$ cat config.mk
export PLATFORM = sky130hd
export DESIGN_NAME = char_lcd_write_sequencer
export DESIGN_NICKNAME = d
export VERILOG_FILES = /design/src/rtl/clws_pkg.sv /design/src/rtl/clws_front.sv /design/src/rtl/clws_job_queue.sv /design/src/rtl/clws_back.sv /design/src/rtl/char_lcd_write_sequencer.sv
export VERILOG_INCLUDE_DIRS = /design/src /design/src/rtl
export SDC_FILE = /design/constraint.sdc
export NUM_CORES = 1
export LEC_CHECK = 0
export ABC_AREA = 1
export CORE_MARGIN = 4
export CORE_UTILIZATION = 57
export CTS_CLUSTER_DIAMETER = 30
export CTS_CLUSTER_SIZE = 40
export DETAILED_ROUTE_END_ITERATION = 7
export DONT_BUFFER_PORTS = 1
export PLACE_DENSITY = 0.75
export SLEW_MARGIN = 20
export SYNTH_ARGS = -nofsm -noshare
export SYNTH_HDL_FRONTEND = slang
export SYNTH_SLANG_ARGS = --single-unit
export TNS_END_PERCENT = 100
$ cat constraint.sdc
create_clock -name clk -period 2.3 [get_ports clk]
set_input_delay 0.345 -clock clk [delete_from_list [all_inputs] [get_ports clk]]
set_output_delay 0.345 -clock clk [all_outputs]
set_load 0.02 [all_outputs]
$ cat src/rtl/char_lcd_write_sequencer_macros.svh
// Assertion helpers shared by the sequencer modules.
// Each expects signals named clk and arst_n in the module that uses it.
`ifndef CHAR_LCD_WRITE_SEQUENCER_MACROS_SVH
`define CHAR_LCD_WRITE_SEQUENCER_MACROS_SVH

// A property checked at every clock edge outside reset.
`define CLWS_ASSERT(lbl, prop, msg) \
	lbl: assert property (@(posedge clk) disable iff (!arst_n) prop) else $error(msg);

// When the antecedent holds, the consequent holds in the next cycle.
`define CLWS_ASSERT_NEXT(lbl, ante, cons, msg) \
	lbl: assert property (@(posedge clk) disable iff (!arst_n) (ante) |=> (cons)) \
		else $error(msg);

`endif

$ cat src/rtl/clws_pkg.sv
package clws_pkg;

	localparam int DEF_MAX_COLUMNS = 40;
	localparam int DEF_QUEUE_DEPTH = 4;

	localparam logic [7:0] CMD_CLEAR = 8'h01;

	localparam logic [4:0] HOLD_NONE = 5'd0;
	localparam logic [4:0] HOLD_RS   = 5'd1;
	localparam logic [4:0] HOLD_EN   = 5'd2;
	localparam logic [4:0] HOLD_WAIT = 5'd20;

	// Configuration register indexes.
	typedef enum logic [2:0] {
		REG_FOUR_BIT_MODE,
		REG_COLUMN_COUNT,
		REG_ROW_COUNT,
		REG_FUNCTION_SET_EIGHT_BIT,
		REG_FUNCTION_SET_FOUR_BIT,
		REG_FOUR_BIT_INIT_ONE,
		REG_FOUR_BIT_INIT_TWO,
		REG_DISPLAY_ON_CURSOR_OFF
	} reg_index_t;

	typedef struct packed {
		logic       four_bit_mode;
		logic [5:0] column_count;
		logic [2:0] row_count;
		logic [7:0] function_set_eight_bit;
		logic [7:0] function_set_four_bit;
		logic [7:0] four_bit_init_one;
		logic [7:0] four_bit_init_two;
		logic [7:0] display_on_cursor_off;
	} cfg_t;

	typedef enum logic [1:0] {
		JOB_BYTE,
		JOB_WAIT,
		JOB_ERROR
	} job_kind_t;

	// One unit of work for the pin sequencer: a byte transfer, the power-on
	// wait or the bad-row marker.
	typedef struct packed {
		job_kind_t  kind;
		logic       rs;
		logic [7:0] data;
		logic       last;
	} job_t;

	// DDRAM address of column zero on each display row.
	function automatic logic [7:0] row_base(input logic [1:0] r);
		logic [7:0] base;
		case (r)
			2'd0:    base = 8'h80;
			2'd1:    base = 8'hC0;
			2'd2:    base = 8'h94;
			default: base = 8'hD4;
		endcase
		return base;
	endfunction

endpackage

$ cat src/rtl/clws_front.sv
`include "char_lcd_write_sequencer_macros.svh"

module clws_front #(
	parameter int MAX_COLUMNS = clws_pkg::DEF_MAX_COLUMNS
) (
	input  logic              clk,
	input  logic              arst_n,
	input  clws_pkg::cfg_t    cfg,
	input  logic              push,
	output logic              full,
	input  logic [1:0]        func,
	input  logic [7:0]        data_byte,
	input  logic [2:0]        row,
	input  logic [5:0]        col,
	output logic              job_valid,
	output clws_pkg::job_t    job,
	input  logic              job_full
);
	import clws_pkg::*;

	typedef enum logic [2:0] {
		OP_INIT,
		OP_CMD,
		OP_CHAR,
		OP_MOVE,
		OP_BADROW
	} op_t;

	localparam logic [1:0] FUNC_INIT = 2'd0;
	localparam logic [1:0] FUNC_CMD  = 2'd1;
	localparam logic [1:0] FUNC_CHAR = 2'd2;

	logic       valid_s1;
	op_t        op_s1;
	logic [7:0] byte_s1;
	logic [7:0] addr_s1;
	logic       wrap_s1;
	logic [2:0] idx_q;
	logic [1:0] cur_row_q;
	logic [5:0] cur_col_q;

	logic [5:0] cols_eff;
	logic [2:0] rows_eff;
	logic [6:0] col_inc;
	logic [2:0] row_inc;
	logic [1:0] row_next;
	logic       col_wrap;
	logic       accept;
	logic       emit;
	logic       done;

	always_comb begin
		if (cfg.column_count == 6'd0) begin
			cols_eff = 6'd1;
		end else if (cfg.column_count > 6'(MAX_COLUMNS)) begin
			cols_eff = 6'(MAX_COLUMNS);
		end else begin
			cols_eff = cfg.column_count;
		end
		if (cfg.row_count == 3'd0) begin
			rows_eff = 3'd1;
		end else if (cfg.row_count > 3'd4) begin
			rows_eff = 3'd4;
		end else begin
			rows_eff = cfg.row_count;
		end
	end

	// A move may leave the cursor past the column count, so the compare is >=.
	assign col_inc  = {1'b0, cur_col_q} + 7'd1;
	assign col_wrap = col_inc >= {1'b0, cols_eff};
	assign row_inc  = {1'b0, cur_row_q} + 3'd1;
	assign row_next = (row_inc >= rows_eff) ? 2'd0 : row_inc[1:0];

	// Pick the job for the current index of the held item.
	always_comb begin
		job.kind = JOB_BYTE;
		job.rs   = 1'b0;
		job.data = byte_s1;
		job.last = 1'b1;
		case (op_s1)
			OP_INIT: begin
				if (cfg.four_bit_mode) begin
					job.last = idx_q == 3'd5;
					case (idx_q)
						3'd0:    job.kind = JOB_WAIT;
						3'd1:    job.data = cfg.function_set_four_bit;
						3'd2:    job.data = cfg.four_bit_init_one;
						3'd3:    job.data = cfg.four_bit_init_two;
						3'd4:    job.data = cfg.display_on_cursor_off;
						default: job.data = CMD_CLEAR;
					endcase
				end else begin
					job.last = idx_q == 3'd3;
					case (idx_q)
						3'd0:    job.kind = JOB_WAIT;
						3'd1:    job.data = cfg.function_set_eight_bit;
						3'd2:    job.data = cfg.display_on_cursor_off;
						default: job.data = CMD_CLEAR;
					endcase
				end
			end
			OP_CMD: begin
			end
			OP_CHAR: begin
				if (idx_q == 3'd0) begin
					job.rs   = 1'b1;
					job.last = !wrap_s1;
				end else begin
					job.data = addr_s1;
				end
			end
			OP_MOVE: begin
				job.data = addr_s1;
			end
			default: begin
				job.kind = JOB_ERROR;
			end
		endcase
	end

	assign job_valid = valid_s1;
	assign emit      = valid_s1 && !job_full;
	assign done      = emit && job.last;
	assign full      = valid_s1 && !done;
	assign accept    = push && !full;

	always_ff @(posedge clk or negedge arst_n) begin
		if (!arst_n) begin
			valid_s1  <= 1'b0;
			op_s1     <= OP_CMD;
			byte_s1   <= '0;
			addr_s1   <= '0;
			wrap_s1   <= 1'b0;
			idx_q     <= '0;
			cur_row_q <= '0;
			cur_col_q <= '0;
		end else begin
			if (emit) begin
				idx_q <= idx_q + 3'd1;
				if (done) begin
					valid_s1 <= 1'b0;
				end
			end
			// The cursor moves when the item is taken; its jobs follow later.
			if (accept) begin
				valid_s1 <= 1'b1;
				idx_q    <= '0;
				byte_s1  <= data_byte;
				wrap_s1  <= 1'b0;
				case (func)
					FUNC_INIT: begin
						op_s1     <= OP_INIT;
						cur_row_q <= '0;
						cur_col_q <= '0;
					end
					FUNC_CMD: begin
						op_s1 <= OP_CMD;
					end
					FUNC_CHAR: begin
						op_s1   <= OP_CHAR;
						wrap_s1 <= col_wrap;
						addr_s1 <= row_base(row_next);
						if (col_wrap) begin
							cur_row_q <= row_next;
							cur_col_q <= '0;
						end else begin
							cur_col_q <= col_inc[5:0];
						end
					end
					default: begin
						if (row[2]) begin
							op_s1 <= OP_BADROW;
						end else begin
							op_s1     <= OP_MOVE;
							addr_s1   <= row_base(row[1:0]) + {2'b00, col};
							cur_row_q <= row[1:0];
							cur_col_q <= col;
						end
					end
				endcase
			end
		end
	end

	`CLWS_ASSERT_NEXT(a_front_load, accept, valid_s1 && idx_q == 3'd0, "front: item not loaded")
	`CLWS_ASSERT(a_front_short, valid_s1 && op_s1 != OP_INIT |-> idx_q <= 3'd1, "front: job overrun")

endmodule

$ cat src/rtl/clws_job_queue.sv
`include "char_lcd_write_sequencer_macros.svh"

module clws_job_queue #(
	parameter int DEPTH = clws_pkg::DEF_QUEUE_DEPTH
) (
	input  logic           clk,
	input  logic           arst_n,
	input  logic           wr_en,
	input  clws_pkg::job_t wr_data,
	output logic           q_full,
	input  logic           rd_en,
	output clws_pkg::job_t rd_data,
	output logic           q_empty
);
	import clws_pkg::*;

	localparam int PTR_W = (DEPTH > 1) ? $clog2(DEPTH) : 1;
	localparam int CNT_W = $clog2(DEPTH + 1);

	job_t             mem_q [DEPTH];
	logic [PTR_W-1:0] wr_ptr_q;
	logic [PTR_W-1:0] rd_ptr_q;
	logic [CNT_W-1:0] count_q;
	logic             do_wr;
	logic             do_rd;

	assign q_full  = count_q == CNT_W'(DEPTH);
	assign q_empty = count_q == '0;
	assign do_wr   = wr_en && !q_full;
	assign do_rd   = rd_en && !q_empty;
	assign rd_data = mem_q[rd_ptr_q];

	always_ff @(posedge clk) begin
		if (do_wr) begin
			mem_q[wr_ptr_q] <= wr_data;
		end
	end

	always_ff @(posedge clk or negedge arst_n) begin
		if (!arst_n) begin
			wr_ptr_q <= '0;
			rd_ptr_q <= '0;
			count_q  <= '0;
		end else begin
			if (do_wr) begin
				wr_ptr_q <= (wr_ptr_q == PTR_W'(DEPTH - 1)) ? '0 : wr_ptr_q + PTR_W'(1);
			end
			if (do_rd) begin
				rd_ptr_q <= (rd_ptr_q == PTR_W'(DEPTH - 1)) ? '0 : rd_ptr_q + PTR_W'(1);
			end
			if (do_wr && !do_rd) begin
				count_q <= count_q + CNT_W'(1);
			end else if (do_rd && !do_wr) begin
				count_q <= count_q - CNT_W'(1);
			end
		end
	end

	`CLWS_ASSERT(a_queue_count, count_q <= CNT_W'(DEPTH), "queue: count past depth")

endmodule

$ cat src/rtl/clws_back.sv
`include "char_lcd_write_sequencer_macros.svh"

module clws_back (
	input  logic           clk,
	input  logic           arst_n,
	input  logic           four_bit_mode,
	input  clws_pkg::job_t q_data,
	input  logic           q_empty,
	output logic           q_pop,
	output logic           empty,
	input  logic           pop,
	output logic           rs,
	output logic           enable,
	output logic [7:0]     data_pins,
	output logic [4:0]     hold_ms,
	output logic           error,
	output logic           last
);
	import clws_pkg::*;

	logic       active_q;
	job_t       job_q;
	logic [2:0] step_q;
	logic       out_valid_q;
	logic       rs_q;
	logic       en_q;
	logic [7:0] data_q;
	logic [4:0] hold_q;
	logic       err_q;
	logic       last_q;

	logic       adv;
	logic       fire;
	logic       final_step;
	logic       take;
	logic       ev_rs;
	logic       ev_en;
	logic [7:0] ev_data;
	logic [4:0] ev_hold;
	logic       ev_err;

	assign adv  = !out_valid_q || pop;
	assign fire = active_q && adv;

	always_comb begin
		if (job_q.kind != JOB_BYTE) begin
			final_step = 1'b1;
		end else if (four_bit_mode) begin
			final_step = step_q == 3'd6;
		end else begin
			final_step = step_q == 3'd3;
		end
	end

	// The next job is loaded in the same cycle as the last beat of the current one.
	assign take  = !q_empty && (!active_q || (fire && final_step));
	assign q_pop = take;

	// Pins change one at a time; every event starts from the levels now on the pins.
	always_comb begin
		ev_rs   = rs_q;
		ev_en   = en_q;
		ev_data = data_q;
		ev_hold = HOLD_EN;
		ev_err  = 1'b0;
		case (job_q.kind)
			JOB_BYTE: begin
				if (four_bit_mode) begin
					case (step_q)
						3'd0: begin
							ev_rs   = job_q.rs;
							ev_hold = HOLD_RS;
						end
						3'd1:    ev_en   = 1'b1;
						3'd2:    ev_data = {job_q.data[7:4], 4'h0};
						3'd3:    ev_en   = 1'b0;
						3'd4:    ev_en   = 1'b1;
						3'd5:    ev_data = {job_q.data[3:0], 4'h0};
						default: ev_en   = 1'b0;
					endcase
				end else begin
					case (step_q)
						3'd0: begin
							ev_rs   = job_q.rs;
							ev_hold = HOLD_RS;
						end
						3'd1:    ev_en   = 1'b1;
						3'd2:    ev_data = job_q.data;
						default: ev_en   = 1'b0;
					endcase
				end
			end
			JOB_WAIT: begin
				ev_hold = HOLD_WAIT;
			end
			default: begin
				ev_hold = HOLD_NONE;
				ev_err  = 1'b1;
			end
		endcase
	end

	always_ff @(posedge clk or negedge arst_n) begin
		if (!arst_n) begin
			active_q    <= 1'b0;
			job_q       <= '0;
			step_q      <= '0;
			out_valid_q <= 1'b0;
			rs_q        <= 1'b0;
			en_q        <= 1'b0;
			data_q      <= '0;
			hold_q      <= '0;
			err_q       <= 1'b0;
			last_q      <= 1'b0;
		end else begin
			if (fire) begin
				out_valid_q <= 1'b1;
				rs_q        <= ev_rs;
				en_q        <= ev_en;
				data_q      <= ev_data;
				hold_q      <= ev_hold;
				err_q       <= ev_err;
				last_q      <= job_q.last && final_step;
				if (final_step) begin
					step_q   <= '0;
					active_q <= 1'b0;
				end else begin
					step_q <= step_q + 3'd1;
				end
			end else if (pop) begin
				out_valid_q <= 1'b0;
			end
			if (take) begin
				active_q <= 1'b1;
				job_q    <= q_data;
				step_q   <= '0;
			end
		end
	end

	assign empty     = !out_valid_q;
	assign rs        = rs_q;
	assign enable    = en_q;
	assign data_pins = data_q;
	assign hold_ms   = hold_q;
	assign error     = err_q;
	assign last      = last_q;

	`CLWS_ASSERT(a_back_single, active_q && job_q.kind != JOB_BYTE |-> step_q == 3'd0, "back: bad step")
	`CLWS_ASSERT_NEXT(a_back_strobe, fire && final_step && job_q.kind == JOB_BYTE, !en_q, "back: strobe left high")

endmodule

$ cat src/rtl/char_lcd_write_sequencer.sv
// Character-LCD write sequencer: turns operation requests into pin events.
// Input side is a queue: push an item (func, data_byte, row, col) when full is low.
// func selects init, send command, write character or move cursor.
// Result side is a queue too: while empty is low the oldest pin event is on
// rs, enable, data_pins, hold_ms, error and last; pop takes it. last marks the
// final event of each item.
// Configuration registers are written through cfg_we, cfg_index and cfg_data; the user
// must write them only while no item is in flight, as the block does not enforce it.
// With the block idle, a taken item passes the front stage register, the job queue
// and the job register of the pin sequencer before its first event is registered out.
// Throughput: one event per cycle while pop stays high and the job queue is not
// empty; an item has 1 to 36 events (a 4-bit init is the longest). The front
// stage hands one job per cycle to the job queue while it has room and takes
// the next item in the cycle its last job goes in, so one-job items follow every
// cycle while the queue has room.
// When pop is held low, the output register holds its beat, the pin sequencer
// stops, the job queue fills and then full goes high.
// Reset clears the cursor to row 0, column 0, the pin levels to zero, empties
// all queues and loads the register defaults; no clearing pass follows.
module char_lcd_write_sequencer #(
	parameter int MAX_COLUMNS = clws_pkg::DEF_MAX_COLUMNS,
	parameter int QUEUE_DEPTH = clws_pkg::DEF_QUEUE_DEPTH
) (
	input  logic       clk,
	input  logic       arst_n,
	input  logic       cfg_we,
	input  logic [2:0] cfg_index,
	input  logic [7:0] cfg_data,
	input  logic       push,
	output logic       full,
	input  logic [1:0] func,
	input  logic [7:0] data_byte,
	input  logic [2:0] row,
	input  logic [5:0] col,
	output logic       empty,
	input  logic       pop,
	output logic       rs,
	output logic       enable,
	output logic [7:0] data_pins,
	output logic [4:0] hold_ms,
	output logic       error,
	output logic       last
);
	import clws_pkg::*;

	cfg_t cfg_q;
	logic job_valid;
	job_t job;
	logic job_full;
	job_t q_data;
	logic q_empty;
	logic q_pop;

	always_ff @(posedge clk or negedge arst_n) begin
		if (!arst_n) begin
			cfg_q.four_bit_mode          <= 1'b1;
			cfg_q.column_count           <= 6'd16;
			cfg_q.row_count              <= 3'd2;
			cfg_q.function_set_eight_bit <= 8'h38;
			cfg_q.function_set_four_bit  <= 8'h28;
			cfg_q.four_bit_init_one      <= 8'h33;
			cfg_q.four_bit_init_two      <= 8'h32;
			cfg_q.display_on_cursor_off  <= 8'h0C;
		end else if (cfg_we) begin
			case (reg_index_t'(cfg_index))
				REG_FOUR_BIT_MODE:          cfg_q.four_bit_mode          <= cfg_data[0];
				REG_COLUMN_COUNT:           cfg_q.column_count           <= cfg_data[5:0];
				REG_ROW_COUNT:              cfg_q.row_count              <= cfg_data[2:0];
				REG_FUNCTION_SET_EIGHT_BIT: cfg_q.function_set_eight_bit <= cfg_data;
				REG_FUNCTION_SET_FOUR_BIT:  cfg_q.function_set_four_bit  <= cfg_data;
				REG_FOUR_BIT_INIT_ONE:      cfg_q.four_bit_init_one      <= cfg_data;
				REG_FOUR_BIT_INIT_TWO:      cfg_q.four_bit_init_two      <= cfg_data;
				REG_DISPLAY_ON_CURSOR_OFF:  cfg_q.display_on_cursor_off  <= cfg_data;
				default: begin
				end
			endcase
		end
	end

	clws_front #(
		.MAX_COLUMNS(MAX_COLUMNS)
	) u_front (
		.clk       (clk),
		.arst_n    (arst_n),
		.cfg       (cfg_q),
		.push      (push),
		.full      (full),
		.func      (func),
		.data_byte (data_byte),
		.row       (row),
		.col       (col),
		.job_valid (job_valid),
		.job       (job),
		.job_full  (job_full)
	);

	clws_job_queue #(
		.DEPTH(QUEUE_DEPTH)
	) u_queue (
		.clk     (clk),
		.arst_n  (arst_n),
		.wr_en   (job_valid),
		.wr_data (job),
		.q_full  (job_full),
		.rd_en   (q_pop),
		.rd_data (q_data),
		.q_empty (q_empty)
	);

	clws_back u_back (
		.clk           (clk),
		.arst_n        (arst_n),
		.four_bit_mode (cfg_q.four_bit_mode),
		.q_data        (q_data),
		.q_empty       (q_empty),
		.q_pop         (q_pop),
		.empty         (empty),
		.pop           (pop),
		.rs            (rs),
		.enable        (enable),
		.data_pins     (data_pins),
		.hold_ms       (hold_ms),
		.error         (error),
		.last          (last)
	);

endmodule

==> Word-level counts from Yosys, hierarchy flattened <==
Memory sizes are Yosys's and may differ from the RTL's. A register that Yosys moved wholly into a read port is not among the register bits.
Cells that the tools add are included.
{ "totals": {"regBits": 111, "ramBits": 48, "output_inout_bits": 19, "mem_count": 1} }
{ "op_classes": {"n_addsub": 9, "n_lt_le_gt_ge": 4, "n_eq_ne": 36, "n_mux": 62, "bitwise_logic": 2, "reduce_logical": 66} }
{ "memory_table": {"columns": ["memory", "words", "word_bits", "rd", "rd_clocked_by_memory_dff", "write_ports", "line_no", "source"], "rows": [
  ["u_queue.mem_q", 4, 12, 1, 1, 1, "clws_job_queue.sv:20", "job_t mem_q [DEPTH];"]
]} }
{ "ops": {"columns": ["operator", "n"], "rows": [
  ["$mux 8", 7],
  ["$pmux 8 s3", 2],
  ["$pmux 7 s3", 2],
  ["$pmux 8 s5", 1],
  ["$pmux 8 s2", 2],
  ["$eq 3x3->1 const B", 10],
  ["$mux 3", 10],
  ["$eq 3x2->1 const B", 8],
  ["$mux 6", 4],
  ["$reduce_and 2->1", 10],
  ["$mux 1", 19],
  ["$logic_not 3->1", 6],
  ["$pmux 6 s3", 1],
  ["$reduce_bool 2->1", 9],
  ["$eq 3x1->1 const B", 4],
  ["$mux 2", 6],
  ["$reduce_and 4->1", 3],
  ["$logic_and 1x1->1", 11],
  ["$eq 2x2->1 const B", 5],
  ["$logic_not 1->1", 10],
  ["$pmux 5 s2", 1],
  ["$add 3x1->3 const B", 3],
  ["$mux 9", 1],
  ["$pmux 3 s3", 1],
  ["other kinds (23)", 43]
]} }

==> Longest topological paths before layout <==
Gate-level depths: netlist of run 1.
{ "logic_depth": {"word_depth": 13, "mapped_depth": 17, "depth_no_buf": 17} }

==> Hierarchy <==
From an unflattened synthesis of run 1, not the netlist that was laid out.
{ "unflattened": {"cells_unflattened": 1045, "hier_area_um2": 8863.5} }
{ "by_module_without_submodules": {"columns": ["mod", "instances", "cells_per_inst", "area_each_um2", "seq_area_each_um2"], "rows": [
  ["clws_front", 1, 441, 2870.3, 802.0],
  ["clws_job_queue", 1, 201, 2398.6, 1616.6],
  ["char_lcd_write_sequencer", 1, 231, 2037.0, 1272.5],
  ["clws_back", 1, 172, 1557.7, 800.8]
]} }

==> Worst setup path before layout of run 1 <==
No wires, ideal clock.
{ "synth_timing": {"kind": "register to register", "startpoint": "register cfg_q[49] (netlist name)", "endpoint": "register u_queue.count_q[2]", "arrival_ns": 2.192, "t_required_ns": 2.169, "setup_slack_ns": -0.023, "stages_incl_launch_ff": 15, "path_buffers": 2, "cell_sequence": "dfstp_2 -> buf_2 -> o21ai_0 -> nand3_1 -> nand2_1 -> nand2_1 -> nand2_1 -> nand2_1 -> buf_2 -> ha_1 -> inv_1 -> fa_1 -> a21oi_1 -> o21ai_0 -> xor2_1"} }
{ "synth_between": {"elab_chain_cells": 9, "elab_cells_between_ends": 11} }
{ "synth_rtl": {"columns": ["item", "line_no", "source"], "rows": [
  ["$mux 1 (*)", "clws_back.sv:48", "end else if (four_bit_mode) begin"],
  ["$mux 1 (*)", "clws_back.sv:46", "if (job_q.kind != JOB_BYTE) begin"],
  ["$logic_and 1x1->1 (*)", "clws_back.sv:56", "assign take = !q_empty && (!active_q || (fire && final_step));"],
  ["$logic_or 1x1->1 (*)", "clws_back.sv:56", null],
  ["$logic_and 1x1->1 (*)", "clws_back.sv:56", null],
  ["$logic_and 1x1->1 (*)", "clws_job_queue.sv:30", "assign do_rd = rd_en && !q_empty;"],
  ["$logic_not 1->1", "clws_job_queue.sv:51", "if (do_wr && !do_rd) begin"],
  ["$logic_and 1x1->1", "clws_job_queue.sv:51", null],
  ["$mux 3 / $reduce_bool 2->1 (equally long branches)", null, null],
  ["end signal, assigned", "clws_job_queue.sv:52", "count_q <= count_q + CNT_W'(1);"],
  ["end signal, assigned", "clws_job_queue.sv:54", "count_q <= count_q - CNT_W'(1);"],
  ["end, declared", "clws_job_queue.sv:23", "logic [CNT_W-1:0] count_q;"]
]} }
Every way passes the cells marked *; elsewhere a longest branch is shown, timed or not.
A chain may end at the register's enable or synchronous reset.

==> Worst setup path in the final report of run 1 <==
{ "layout_timing": {"startpoint": "register u_front.idx_q[0]", "endpoint": "output port full"} }
{ "layout_between": {"elab_chain_cells": 6, "elab_cells_between_ends": 9} }
{ "layout_rtl": {"columns": ["item", "line_no", "source"], "rows": [
  ["start, declared", "clws_front.sv:38", "logic [2:0] idx_q;"],
  ["start signal, assigned", "clws_front.sv:140", "idx_q <= idx_q + 3'd1;"],
  ["$eq 3x2->1, or another cell as far along", "clws_front.sv:94", "job.last = idx_q == 3'd3;"],
  ["$mux 9 / $mux 1 (equally long branches)", "clws_front.sv:83, clws_front.sv:106", null],
  ["$pmux 1 s2 (*)", "clws_front.sv:81", "case (op_s1)"],
  ["$logic_and 1x1->1 (*)", "clws_front.sv:124", "assign done = emit && job.last;"],
  ["$logic_not 1->1 (*)", "clws_front.sv:125", "assign full = valid_s1 && !done;"],
  ["$logic_and 1x1->1 (*)", "clws_front.sv:125", null],
  ["end, declared", "char_lcd_write_sequencer.sv:30", "output logic full,"]
]} }
Marks and branches as above.

==> impl_metrics.csv, run 1 <==
group,metric,value,unit
outcome,status,"finished with violations",
outcome,violated_checks,"negative hold slack",
sta,finClkSkew,0.00805,ns
final_layout,layout.cells.non_filler,1110,
setup_path,critical_path_peak_fanout,5,
setup_path,worstSetupEndpoint,"full",
route,dr_total_vias,6224,
setup_path,critPathKind,"flop to output port",
final_layout,final_net_count,982,
floorplanning,die_h,128,um
sta,report.final.slew_viol_count,0,
clock_network,cts_max_path_buffers,2,
global_route,gr-usage-all-layers,0.233,
yosys,synth_top_flop_cell,"sky130_fd_sc_hd__dfrtp_1",
global_route,grt_remaining_overflow,0,
place,place_congestion,0.837,
route,post-route-drc-count,0,
sta,finalHoldViolCount,121,
setup_path,critical_path.reg2reg.endpoint,"u_front.cur_col_q[2]",
final_layout,post_route_cells_drive_above_1_share,0.114,
clock_network,root_buffer,"sky130_fd_sc_hd__clkbuf_16",
yosys,synth_cell_types,43,
global_route,first_global_vias,6163,
sta,slew_headroom,0.484,
yosys,avgSynthCellArea,8.98,sq um
setup_path,critPathArrivalTime,1.84,ns
power,p_leak,4.19,nW
yosys,synth_sequential_area_ratio,0.551,
sta,timing.setup.tns,0,ns
yosys,synth_cells,908,
floorplanning,horizontal_extent_of_the_die,128,um
route,wl_per_cell,16.3,um
floorplanning,core_region_area,0.0139,sq mm
flow_run,cap_violations,0,
yosys,synth_top_area_cell,"sky130_fd_sc_hd__dfrtp_1",
clock_network,clkTransAtPathRegs,0.06,ns
yosys,yosys_register_bits,169,
setup_path,timing.reg2reg.setup_slack,0.16,ns
route,vias_per_cell,5.61,
sta,worst_hold_margin,-0.389,ns
final_layout,area_growth_from_synthesis_to_layout,10.9,%
floorplanning,num_io_pins,54,
yosys,ys_async_sr_fraction,0.716,
sta,fin_crit_sh,0.948,
yosys,number_of_flops_mapped_to_enable_cells_by_yosys,48,
route,wl,18.1,mm
power,power.density,1460,mW/mm^2
global_route,largest_net_degree_at_the_start_of_global_routing,122,
sta,finalCriticalPeriod,2.18,ns
min_path,min-delay-path-class,"primary input to async pin",
final_layout,reg_area,0.00449,sq mm
yosys,synth.top_cell.area_share,0.316,
global_route,initial_antenna_violation_count,0,
power,design_power_total,13.2,mW
place,place.detailed.hpwl,12.5,mm
setup_path,crit_required,1.96,ns
setup_path,setup.worst_path.start_class,"flop",
route,initialDrtViolationCount,537,
floorplanning,starting_density_of_the_core,0.585,
yosys,netlist_top_cells_area,"sky130_fd_sc_hd__dfrtp_1, sky130_fd_sc_hd__edfxtp_1, sky130_fd_sc_hd__nand2_1, sky130_fd_sc_hd__dfstp_2, sky130_fd_sc_hd__o21ai_0",
setup_path,crit-reg2reg-launch,"u_front.cur_col_q[0]",
route,drt-pass1-iter-count,6,
sta,fmax,459,MHz
sta,timing.final.setup_violations,0,
place,dpl_worst_slack,0.108,ns
global_route,grt_pass1_wl,29.8,mm
setup_path,critical_path.endpoint_type,"output port",
yosys,ys_top_cells_by_count,"sky130_fd_sc_hd__nand2_1, sky130_fd_sc_hd__dfrtp_1, sky130_fd_sc_hd__o21ai_0",
yosys,yosysWarningCount,0,
place,numPortBuffers,0,
final_layout,filler_cell_count,1134,
setup_path,rr_worst_depth,13,
clock_network,tritoncts.num_buffers,17,
floorplanning,rows,43,
sta,post-route-worst-setup-slack,0.120,ns
clock_network,numClockSinks,169,
final_layout,n_antenna_cell,0,
final_layout,area_of_combinational_cells_with_multiple_inputs,0.00327,sq mm
final_layout,finalInstanceArea,0.00904,sq mm
yosys,synth_most_common_cell,"sky130_fd_sc_hd__nand2_1",
floorplanning,dieArea,0.0163,sq mm
clock_network,clock_tree.htree_level_count,4,
clock_network,clk_latency,0.43,ns
setup_path,worstSetupStartpoint,"u_front.idx_q[0]",
clock_network,cts_tree,"yes",
route,drt.antenna.violating_nets,0,
sta,tightest_slew,0.774,ns
power,max-vdd-ir-drop,717,uV
yosys,synth_area,0.00816,sq mm
place,placed_cells,1075,
yosys,synth_fp_nets,973,
place,detailed_place.area,0.00838,sq mm
per-layer routing:
layer,GRT usage,share of wire,vias to the layer above
li1,-,-,3046
met1,0.287,0.42,2967
met2,0.391,0.49,168
met3,0.0585,0.062,43
met4,0.100,0.025,0
met5,0,0,-
cell families after synthesis:
family	share of synthesized area
and+or+nand+nor	0.218
DFF	0.551
AOI/OAI and AO/OA	0.119
buffers and inverters	0.0561
adders and majority gates	0.0469
xor gates and xnor gates	0.00644
other	0.000460
muxes	0.00138
power by group:
group	switching, mW	total [mW]	internal, mW
Clock	1.14	2.71	1.57
Combinational	3.19	4.97	1.77
Sequential	0.905	5.50	4.59
Total	5.24	13.2	7.94
layout make-up:
class | instances | area share
Inverter | 78 | 0.0327
Timing Repair Buffer | 25 | 0.0212
Sequential cell | 169 | 0.497
Multi-Input combinational cell | 626 | 0.362
Clock inverter | 10 | 0.0102
Tap cell | 180 | 0.0249
Clock buffer | 22 | 0.0524
how the worst min path moves through the flow:
stage                     startpoint                   to  slack, ns  cells past startpoint
after floorplan               arst_n             cfg_q[0]       0.05                      0
after detailed placement      arst_n    u_back.hold_ms[0]       0.05                      0
after CTS                     arst_n          u_back.last      -0.40                      0
final                         arst_n  u_queue.rd_ptr_q[0]      -0.39                      0
after global routing          arst_n   u_queue.count_q[0]      -0.41                      0
after global placement        arst_n    u_back.hold_ms[1]       0.05                      0
sequential cells by signal, indices dropped and copies added, names as in the netlist, 2 cells and up:
register and count:
cfg_q 50, u_queue.mem_q 48, u_back.job_q 12, u_back.data_pins 8, u_front.addr_s1 8, u_front.byte_s1 8
u_front.cur_col_q 6, u_back.hold_ms 3, u_back.step_q 3, u_front.idx_q 3, u_front.op_s1 3, u_queue.count_q 3
u_front.cur_row_q 2, u_queue.rd_ptr_q 2, u_queue.wr_ptr_q 2
critical path: stages, from the launching register on:
cell                      delay [ns]
sky130_fd_sc_hd__dfrtp_1        0.40
sky130_fd_sc_hd__inv_1          0.14
sky130_fd_sc_hd__ha_2           0.22
sky130_fd_sc_hd__inv_1          0.07
sky130_fd_sc_hd__nor2_4         0.15
sky130_fd_sc_hd__nand4_1        0.13
sky130_fd_sc_hd__nand3_2        0.11
sky130_fd_sc_hd__nand2_2        0.10
sky130_fd_sc_hd__inv_4          0.10
through the flow:
| stage | utilization | hold slack [ns] |
|---|---|---|
| after floorplan | - | 0.0494 |
| after global placement | 0.602 | 0.0522 |
| after detailed placement | 0.602 | 0.0522 |
| after CTS | 0.644 | -0.402 |
| after global routing | 0.649 | -0.408 |
| final | 0.649 | -0.389 |
cell usage in the layout (no fill, tap or decap), drive strengths merged:
cell type and instances:
o21ai 98, o22ai 1, fa 1, o2111ai 7
o211ai 1, and3 1, buf 25, mux2 1
bufinv 1, inv 79, dfstp 18, a31oi 6
a21boi 3, and2 1, a21oi 16, xnor2 2
edfxtp 48, clkbuf 22, ha 29, nand2 263
dfrtp 103, nor3b 1, nand3b 4, nand4 11
xor2 4, clkinv 4, clkinvlp 4, conb 1
a22o 1, nor2 89, a32oi 7, o32ai 12
nor3 2, a211oi 7, nand3 57
repair_timing:
item / in CTS / in global routing
setup buffers: 0 / 3
endpoints found under the setup margin: 1 / 12
pin swaps: 0 / 4
gates resized for setup: 6 / 14
hold endpoints to repair: 121 / 121
Power figures use the tool's default switching activity.
==> inputs of run 2 (changes only) <==
--- a/config.mk
+++ b/config.mk
@@ -8,12 +8,11 @@
 export LEC_CHECK = 0
 export ABC_AREA = 1
 export CORE_MARGIN = 4
-export CORE_UTILIZATION = 57
+export CORE_UTILIZATION = 45
 export CTS_CLUSTER_DIAMETER = 30
 export CTS_CLUSTER_SIZE = 40
 export DETAILED_ROUTE_END_ITERATION = 7
 export DONT_BUFFER_PORTS = 1
-export PLACE_DENSITY = 0.75
 export SLEW_MARGIN = 20
 export SYNTH_ARGS = -nofsm -noshare
 export SYNTH_HDL_FRONTEND = slang
==> run 2 against run 1 <==
Against the previous run:
- the flow still finishes with violations (negative hold slack)
- sequential share of layout area shrank 0.29 points
- core utilization shrank 13 points
- power grew 0.52%
- register-to-register slack is essentially flat
- hold slack lost 0.0053 ns
- cell count grew 4.1%
- largest power group unchanged
- via count shrank 2.4%
- clock power grew 4%
- cell area grew 0.60%
- clock skew shrank 0.00055 ns
- critical path depth shrank 1
- maximum frequency grew 1.3%
==> impl_metrics.csv, run 2 (synthesis results as in run 1) <==
group,metric,value,unit
global_route,grt-busiest-layer,"met2",
route,post-route-drc-count,0,
clock_network,clock_tree.htree_level_count,4,
global_route,grt_remaining_overflow,0,
sta,finalHoldViolCount,121,
setup_path,critical_path_peak_fanout,5,
clock_network,cts_max_path_buffers,2,
sta,fin_crit_sh,0.936,
place,numPortBuffers,0,
setup_path,setup.worst_path.start_class,"flop",
global_route,initial_antenna_violation_count,0,
final_layout,final_net_count,983,
floorplanning,core_region_area,0.0175,sq mm
floorplanning,horizontal_extent_of_the_die,143,um
setup_path,critPathKind,"flop to output port",
flow_run,cap_violations,0,
global_route,use_met1,0.257,
final_layout,reg_area,0.00449,sq mm
final_layout,postLayoutCoreUtil,0.519,
final_layout,layout.cells.most_common,"sky130_fd_sc_hd__nand2_1",
global_route,use_met2,0.321,
place,place.detailed.hpwl,13.3,mm
min_path,min-delay-path-class,"primary input to async pin",
route,drt-pass1-iter-count,4,
route,wl_per_cell,16.2,um
floorplanning,die_h,143,um
route,dr_total_vias,6075,
clock_network,root_buffer,"sky130_fd_sc_hd__clkbuf_16",
final_layout,biggestRegsByFlops,"cfg_q (50), u_queue.mem_q (48), u_back.job_q (12)",
sta,slew_headroom,0.488,
final_layout,area_of_combinational_cells_with_multiple_inputs,0.00323,sq mm
floorplanning,starting_density_of_the_core,0.465,
final_layout,regMostFlops,"cfg_q",
place,detailed_place.area,0.00846,sq mm
final_layout,post_route_cells_drive_above_1_share,0.111,
outcome,violated_checks,"negative hold slack",
route,vias_per_cell,5.26,
setup_path,critical_path.endpoint_type,"output port",
clock_network,tritoncts.num_buffers,17,
sta,tightest_slew,0.769,ns
sta,finalCriticalPeriod,2.15,ns
power,design_power_total,13.2,mW
route,drt.antenna.violating_nets,0,
power,clockPowerShare,0.214,
sta,timing.setup.tns,0,ns
global_route,globalRouteMet3Util,0.0536,
floorplanning,rows,48,
sta,post-route-worst-setup-slack,0.148,ns
power,max-vdd-ir-drop,906,uV
clock_network,numClockSinks,169,
power,power.density,1460,mW/mm^2
global_route,gr-usage-all-layers,0.195,
outcome,status,"finished with violations",
route,wl,18.7,mm
final_layout,area_growth_from_synthesis_to_layout,11.5,%
floorplanning,dieArea,0.0203,sq mm
clock_network,clkTransAtPathRegs,0.07,ns
power,switching_share,0.395,
global_route,first_global_vias,6064,
power,p_leak,4.22,nW
sta,fmax,465,MHz
floorplanning,num_io_pins,54,
final_layout,n_antenna_cell,0,
sta,finClkSkew,0.00750,ns
final_layout,layout_common_cells,"sky130_fd_sc_hd__nand2_1, sky130_fd_sc_hd__dfrtp_1, sky130_fd_sc_hd__o21ai_0",
place,place_congestion,0.828,
sta,worst_hold_margin,-0.394,ns
clock_network,clk_latency,0.43,ns
sta,rsz_0062_raised_after_global_routing,"no",
place,dpl_worst_slack,0.146,ns
global_route,grt_pass1_wl,31.3,mm
route,initialDrtViolationCount,385,
sta,timing.final.setup_violations,0,
sta,report.final.slew_viol_count,0,
setup_path,critPathArrivalTime,1.81,ns
global_route,largest_net_degree_at_the_start_of_global_routing,122,
power,p_switching,5.23,mW
setup_path,crit_required,1.96,ns
place,placed_cells,1123,
clock_network,cts_tree,"yes",
power,share_seq_of_total_power,0.414,
final_layout,layout.cells.non_filler,1156,
final_layout,largest_register_ff_count,50,
final_layout,finalInstanceArea,0.00910,sq mm
final_layout,filler_cell_count,1673,
power,cell_internal_power,8.01,mW
power,p_comb_frac,0.372,
[run 2: cell count changes in the layout (fill, tap and decap cells not counted), sizes merged]
cell | before | now
bufinv | 1 | 0
clkinv | 4 | 7
clkbuf | 22 | 24
clkinvlp | 4 | 0
buf | 25 | 26
[run 2: layout make-up]
class                      count  share of cell area
clock buffer                  24              0.0598
sequential                   169               0.494
clock inverter                 8             0.00591
multi-input combinational    626               0.356
inverter                      78              0.0325
timing repair buffer          26              0.0215
tap                          225              0.0309
[run 2: final timing paths]
check	cells past startpoint	from	to	slack, ns
max in group asynchronous	0	arst_n	u_front.op_s1[0]	2.41
setup / recovery	7	u_front.idx_q[2]	full	0.15
setup reg to reg	13	u_front.cur_col_q[0]	u_front.cur_col_q[5]	0.16
hold / removal	0	arst_n	u_back.hold_ms[1]	-0.39
min in group clk	2	data_byte[3]	u_front.byte_s1[3]	0.03
hold reg to reg	2	u_front.addr_s1[4]	u_front.addr_s1[4]	0.48
[run 2: repair_timing]
item | 4_1_cts | 5_1_grt
setup endpoints to repair | 1 | 6
hold endpoints to repair | 121 | 121
resized for setup | 3 | 11
buffers inserted | 0 | 1
pin swaps | 0 | 1
gates cloned | 0 | 0
[run 2: power by group through the flow]
stage / clock [mW] / sequential (mW) / combinational (mW)
after CTS: 2.89 / 5.49 / 4.91
after global placement: 0 / 5.50 / 4.78
final: 2.83 / 5.49 / 4.92
after floorplan: 0 / 5.25 / 3.61
after detailed placement: 0 / 5.53 / 4.88
after global routing: 3.02 / 5.64 / 5.69
[run 2: per-layer routing]
metal	vias up	wire length [um]
met5	-	0
met4	0	299
met3	24	861
met2	110	9120
met1	2895	8410
li1	3046	-
[run 2: worst max-delay path, stage by stage (launching register included)]
cell and delay, ns:
sky130_fd_sc_hd__dfrtp_1 0.47, sky130_fd_sc_hd__inv_1 0.13, sky130_fd_sc_hd__ha_1 0.24, sky130_fd_sc_hd__nand2_1 0.09, sky130_fd_sc_hd__nand4_1 0.13, sky130_fd_sc_hd__nand3_2 0.12, sky130_fd_sc_hd__nand2_2 0.10, sky130_fd_sc_hd__inv_4 0.11
==> inputs of run 3 (changes only) <==
--- a/config.mk
+++ b/config.mk
@@ -6,8 +6,6 @@
 export SDC_FILE = /design/constraint.sdc
 export NUM_CORES = 1
 export LEC_CHECK = 0
-export ABC_AREA = 1
-export CORE_MARGIN = 4
 export CORE_UTILIZATION = 45
 export CTS_CLUSTER_DIAMETER = 30
 export CTS_CLUSTER_SIZE = 40
==> run 3 against run 2 <==
Against the previous run:
- the run ends with negative hold slack, negative setup slack left
- register-to-register slack got worse by 0.18 ns
- sequential share of layout area fell by 2.4 points
- synthesized cell count fell by 27%
- power rose by 4.0%
- first-iteration DRC count fell by 14%
- global-route usage rose by 1.2 points
- non-clock buffer count rose by 30
- critical endpoint unchanged
- highest routed layer unchanged
==> impl_metrics.csv, run 3 <==
group,metric,value,unit
setup_path,crit-reg2reg-launch,"u_front.cur_col_q[0]",
final_layout,n_antenna_cell,0,
global_route,largest_net_degree_at_the_start_of_global_routing,122,
yosys,ys_top_cells_by_count,"sky130_fd_sc_hd__dfrtp_1, sky130_fd_sc_hd__mux2_2, sky130_fd_sc_hd__o21ai_0",
sta,slew_headroom,0.454,
yosys,avgSynthCellArea,12.3,sq um
yosys,yosysWarningCount,0,
power,p_switching,4.79,mW
sta,report.final.slew_viol_count,0,
sta,finalCriticalPeriod,2.43,ns
floorplanning,horizontal_extent_of_the_die,136,um
yosys,yosys_register_bits,169,
power,power.density,1440,mW/mm^2
route,dr_total_vias,5431,
sta,fin_crit_sh,1.06,
global_route,grt_remaining_overflow,0,
setup_path,setup.worst_path.start_class,"flop",
yosys,ys_async_sr_fraction,0.716,
power,design_power_total,13.8,mW
clock_network,numClockSinks,169,
final_layout,final_net_count,765,
yosys,synth_top_flop_cell,"sky130_fd_sc_hd__dfrtp_1",
sta,worst_hold_margin,-0.392,ns
floorplanning,core_region_area,0.0175,sq mm
global_route,gr-usage-all-layers,0.207,
flow_run,cap_violations,0,
min_path,min-delay-path-class,"primary input to async pin",
route,wl,17.9,mm
place,place.detailed.hpwl,12.4,mm
yosys,synth_top_area_cell,"sky130_fd_sc_hd__dfrtp_1",
setup_path,rr_worst_depth,10,
final_layout,filler_cell_count,1446,
sta,fmax,412,MHz
yosys,netlist_top_cells_area,"sky130_fd_sc_hd__dfrtp_1, sky130_fd_sc_hd__edfxtp_1, sky130_fd_sc_hd__mux2_2, sky130_fd_sc_hd__dfstp_2, sky130_fd_sc_hd__ha_1",
power,share_seq_of_total_power,0.397,
clock_network,clk_latency,0.43,ns
place,dpl_worst_slack,-0.229,ns
outcome,violated_checks,"negative hold slack, negative setup slack",
clock_network,root_buffer,"sky130_fd_sc_hd__clkbuf_16",
route,drt.antenna.violating_nets,0,
power,cell_internal_power,8.99,mW
place,place_congestion,0.924,
place,numPortBuffers,0,
final_layout,largest_register_ff_count,50,
route,wl_per_cell,19.1,um
global_route,initial_antenna_violation_count,0,
final_layout,area_growth_from_synthesis_to_layout,17.9,%
floorplanning,num_io_pins,54,
final_layout,layout.cells.non_filler,938,
yosys,number_of_flops_mapped_to_enable_cells_by_yosys,48,
route,vias_per_cell,5.79,
sta,rsz_0062_raised_after_global_routing,"yes",
floorplanning,dieArea,0.0186,sq mm
sta,timing.final.setup_violations,3,
final_layout,layout.cells.most_common,"sky130_fd_sc_hd__dfrtp_1",
setup_path,critPathKind,"flop to output port",
power,switching_share,0.347,
route,initialDrtViolationCount,330,
setup_path,critical_path.reg2reg.endpoint,"u_front.cur_row_q[1]",
setup_path,timing.reg2reg.setup_slack,-0.02,ns
setup_path,worstSetupStartpoint,"u_front.idx_q[0]",
setup_path,critical_path.endpoint_type,"output port",
yosys,synth_sequential_area_ratio,0.553,
sta,finalHoldViolCount,121,
power,clockPowerShare,0.215,
yosys,synth_area,0.00812,sq mm
clock_network,cts_max_path_buffers,2,
clock_network,cts_tree,"yes",
clock_network,clkTransAtPathRegs,0.06,ns
place,placed_cells,893,
setup_path,slowest_stage,"sky130_fd_sc_hd__dfrtp_1",
outcome,status,"finished with violations",
clock_network,tritoncts.num_buffers,17,
setup_path,crit_required,1.96,ns
yosys,synth_cell_types,61,
route,drt-pass1-iter-count,7,
power,max-vdd-ir-drop,698,uV
yosys,synth_fp_nets,727,
final_layout,regMostFlops,"cfg_q",
setup_path,timing.critical_path.cells,"ha_1, ha_2, nor2b_2, a311oi_4, nor2_4, a21boi_2, buf_6",
global_route,first_global_vias,5472,
global_route,grt_pass1_wl,28.8,mm
floorplanning,die_h,136,um
final_layout,post_route_cells_drive_above_1_share,0.332,
setup_path,worstSetupEndpoint,"full",
setup_path,critPathArrivalTime,2.08,ns
final_layout,biggestRegsByFlops,"cfg_q (50), u_queue.mem_q (48), u_back.job_q (12)",
power,p_comb_frac,0.388,
power,p_leak,3.97,nW
sta,finClkSkew,0.00995,ns
floorplanning,starting_density_of_the_core,0.465,
final_layout,layout_common_cells,"sky130_fd_sc_hd__dfrtp_1, sky130_fd_sc_hd__mux2_2, sky130_fd_sc_hd__nand2_1",
sta,tightest_slew,0.812,ns
yosys,synth.top_cell.area_share,0.317,
yosys,synth_cells,662,
route,post-route-drc-count,0,
setup_path,critical_path_peak_fanout,4,
clock_network,clock_tree.htree_level_count,4,
setup_path,slowest_delay,0.41,ns
sta,post-route-worst-setup-slack,-0.128,ns
floorplanning,rows,48,
yosys,synth_most_common_cell,"sky130_fd_sc_hd__dfrtp_1",
## run 3: cell count changes after synthesis, sizes merged, moves of 14 or more
cell,previous run,this run
a22o,1,15
o21ai,98,67
nand2,263,66
a22oi,0,19
inv,78,31
mux2,1,67
a222oi,0,14
nor2,89,17
nand3,57,13
## run 3: what timing repair did
action | CTS | global route
buffers inserted | 4 | 9
endpoints found under the setup margin | 40 | 52
gates resized for setup | 17 | 54
pin swaps | 7 | 31
gates cloned | 0 | 0
endpoints found under the hold margin | 121 | 121
## run 3: per-layer routing
layer,global-route usage,wire [um],vias up
met4,0.104,651,0
met3,0.0481,850,48
li1,-,-,2512
met2,0.338,8810,143
met1,0.257,7630,2728
met5,0,0,-
## run 3: critical path, delay by kind of cell (launching register included)
kind	cells	cell delay (ns)
DFF	1	0.41
AOI/OAI and AO/OA	2	0.48
and+or+nand+nor	2	0.24
buffers and inverters	1	0.14
adders and majority gates	2	0.38
## run 3: worst min path at each step
stage,from,end,cells past startpoint
2_1_floorplan,arst_n,cfg_q[0],0
3_3_place_gp,arst_n,u_back.hold_ms[2],0
3_5_place_dp,arst_n,u_back.hold_ms[2],0
4_1_cts,arst_n,u_back.data_pins[6],0
5_1_grt,arst_n,u_back.data_pins[6],0
6_report,arst_n,u_back.error,0
## run 3: cell families (layout without fill, tap and decap cells)
| family | after synthesis | after routing | synth area share |
|---|---|---|---|
| and+or+nand+nor | 143 | 143 | 0.0861 |
| muxes | 85 | 85 | 0.134 |
| AOI/OAI and AO/OA | 155 | 155 | 0.133 |
| xor gates and xnor gates | 11 | 11 | 0.0119 |
| adders and majority gates | 30 | 30 | 0.0471 |
| buffers and inverters | 68 | 119 | 0.0344 |
| DFF | 169 | 169 | 0.553 |
| other | 1 | 1 | 0.000462 |
## run 3: through the flow
stage           util  setup TNS, ns  hold slack, ns  instance area, sq um
6_report       0.548         -0.155          -0.392                  9570
5_1_grt        0.548          -1.11          -0.411                  9570
3_3_place_gp   0.493          -1.89          0.0526                  8610
2_1_floorplan      -         -0.185          0.0494                  8170
4_1_cts        0.533         -0.199          -0.407                  9320
3_5_place_dp   0.493          -6.76          0.0517                  8610
## run 3: area by class of cell
class                   instances  area, sq um  share of cell area
flip-flops and latches        169         4500               0.470
multi-input cells             425         3600               0.376
clock buffers                  22          475              0.0497
repair buffers                 56          464              0.0485
well taps                     225          282              0.0294
clock inverters                10          139              0.0145
inverters                      31          116              0.0122
## run 3: power by group through the flow
stage          combinational [mW]  sequential [mW]  clock, mW
2_1_floorplan                3.52             5.16          0
3_3_place_gp                 4.55             5.39          0
3_5_place_dp                 4.70             5.46          0
4_1_cts                      4.88             5.43       3.01
5_1_grt                      5.89             5.61       3.16
6_report                     5.35             5.47       2.97
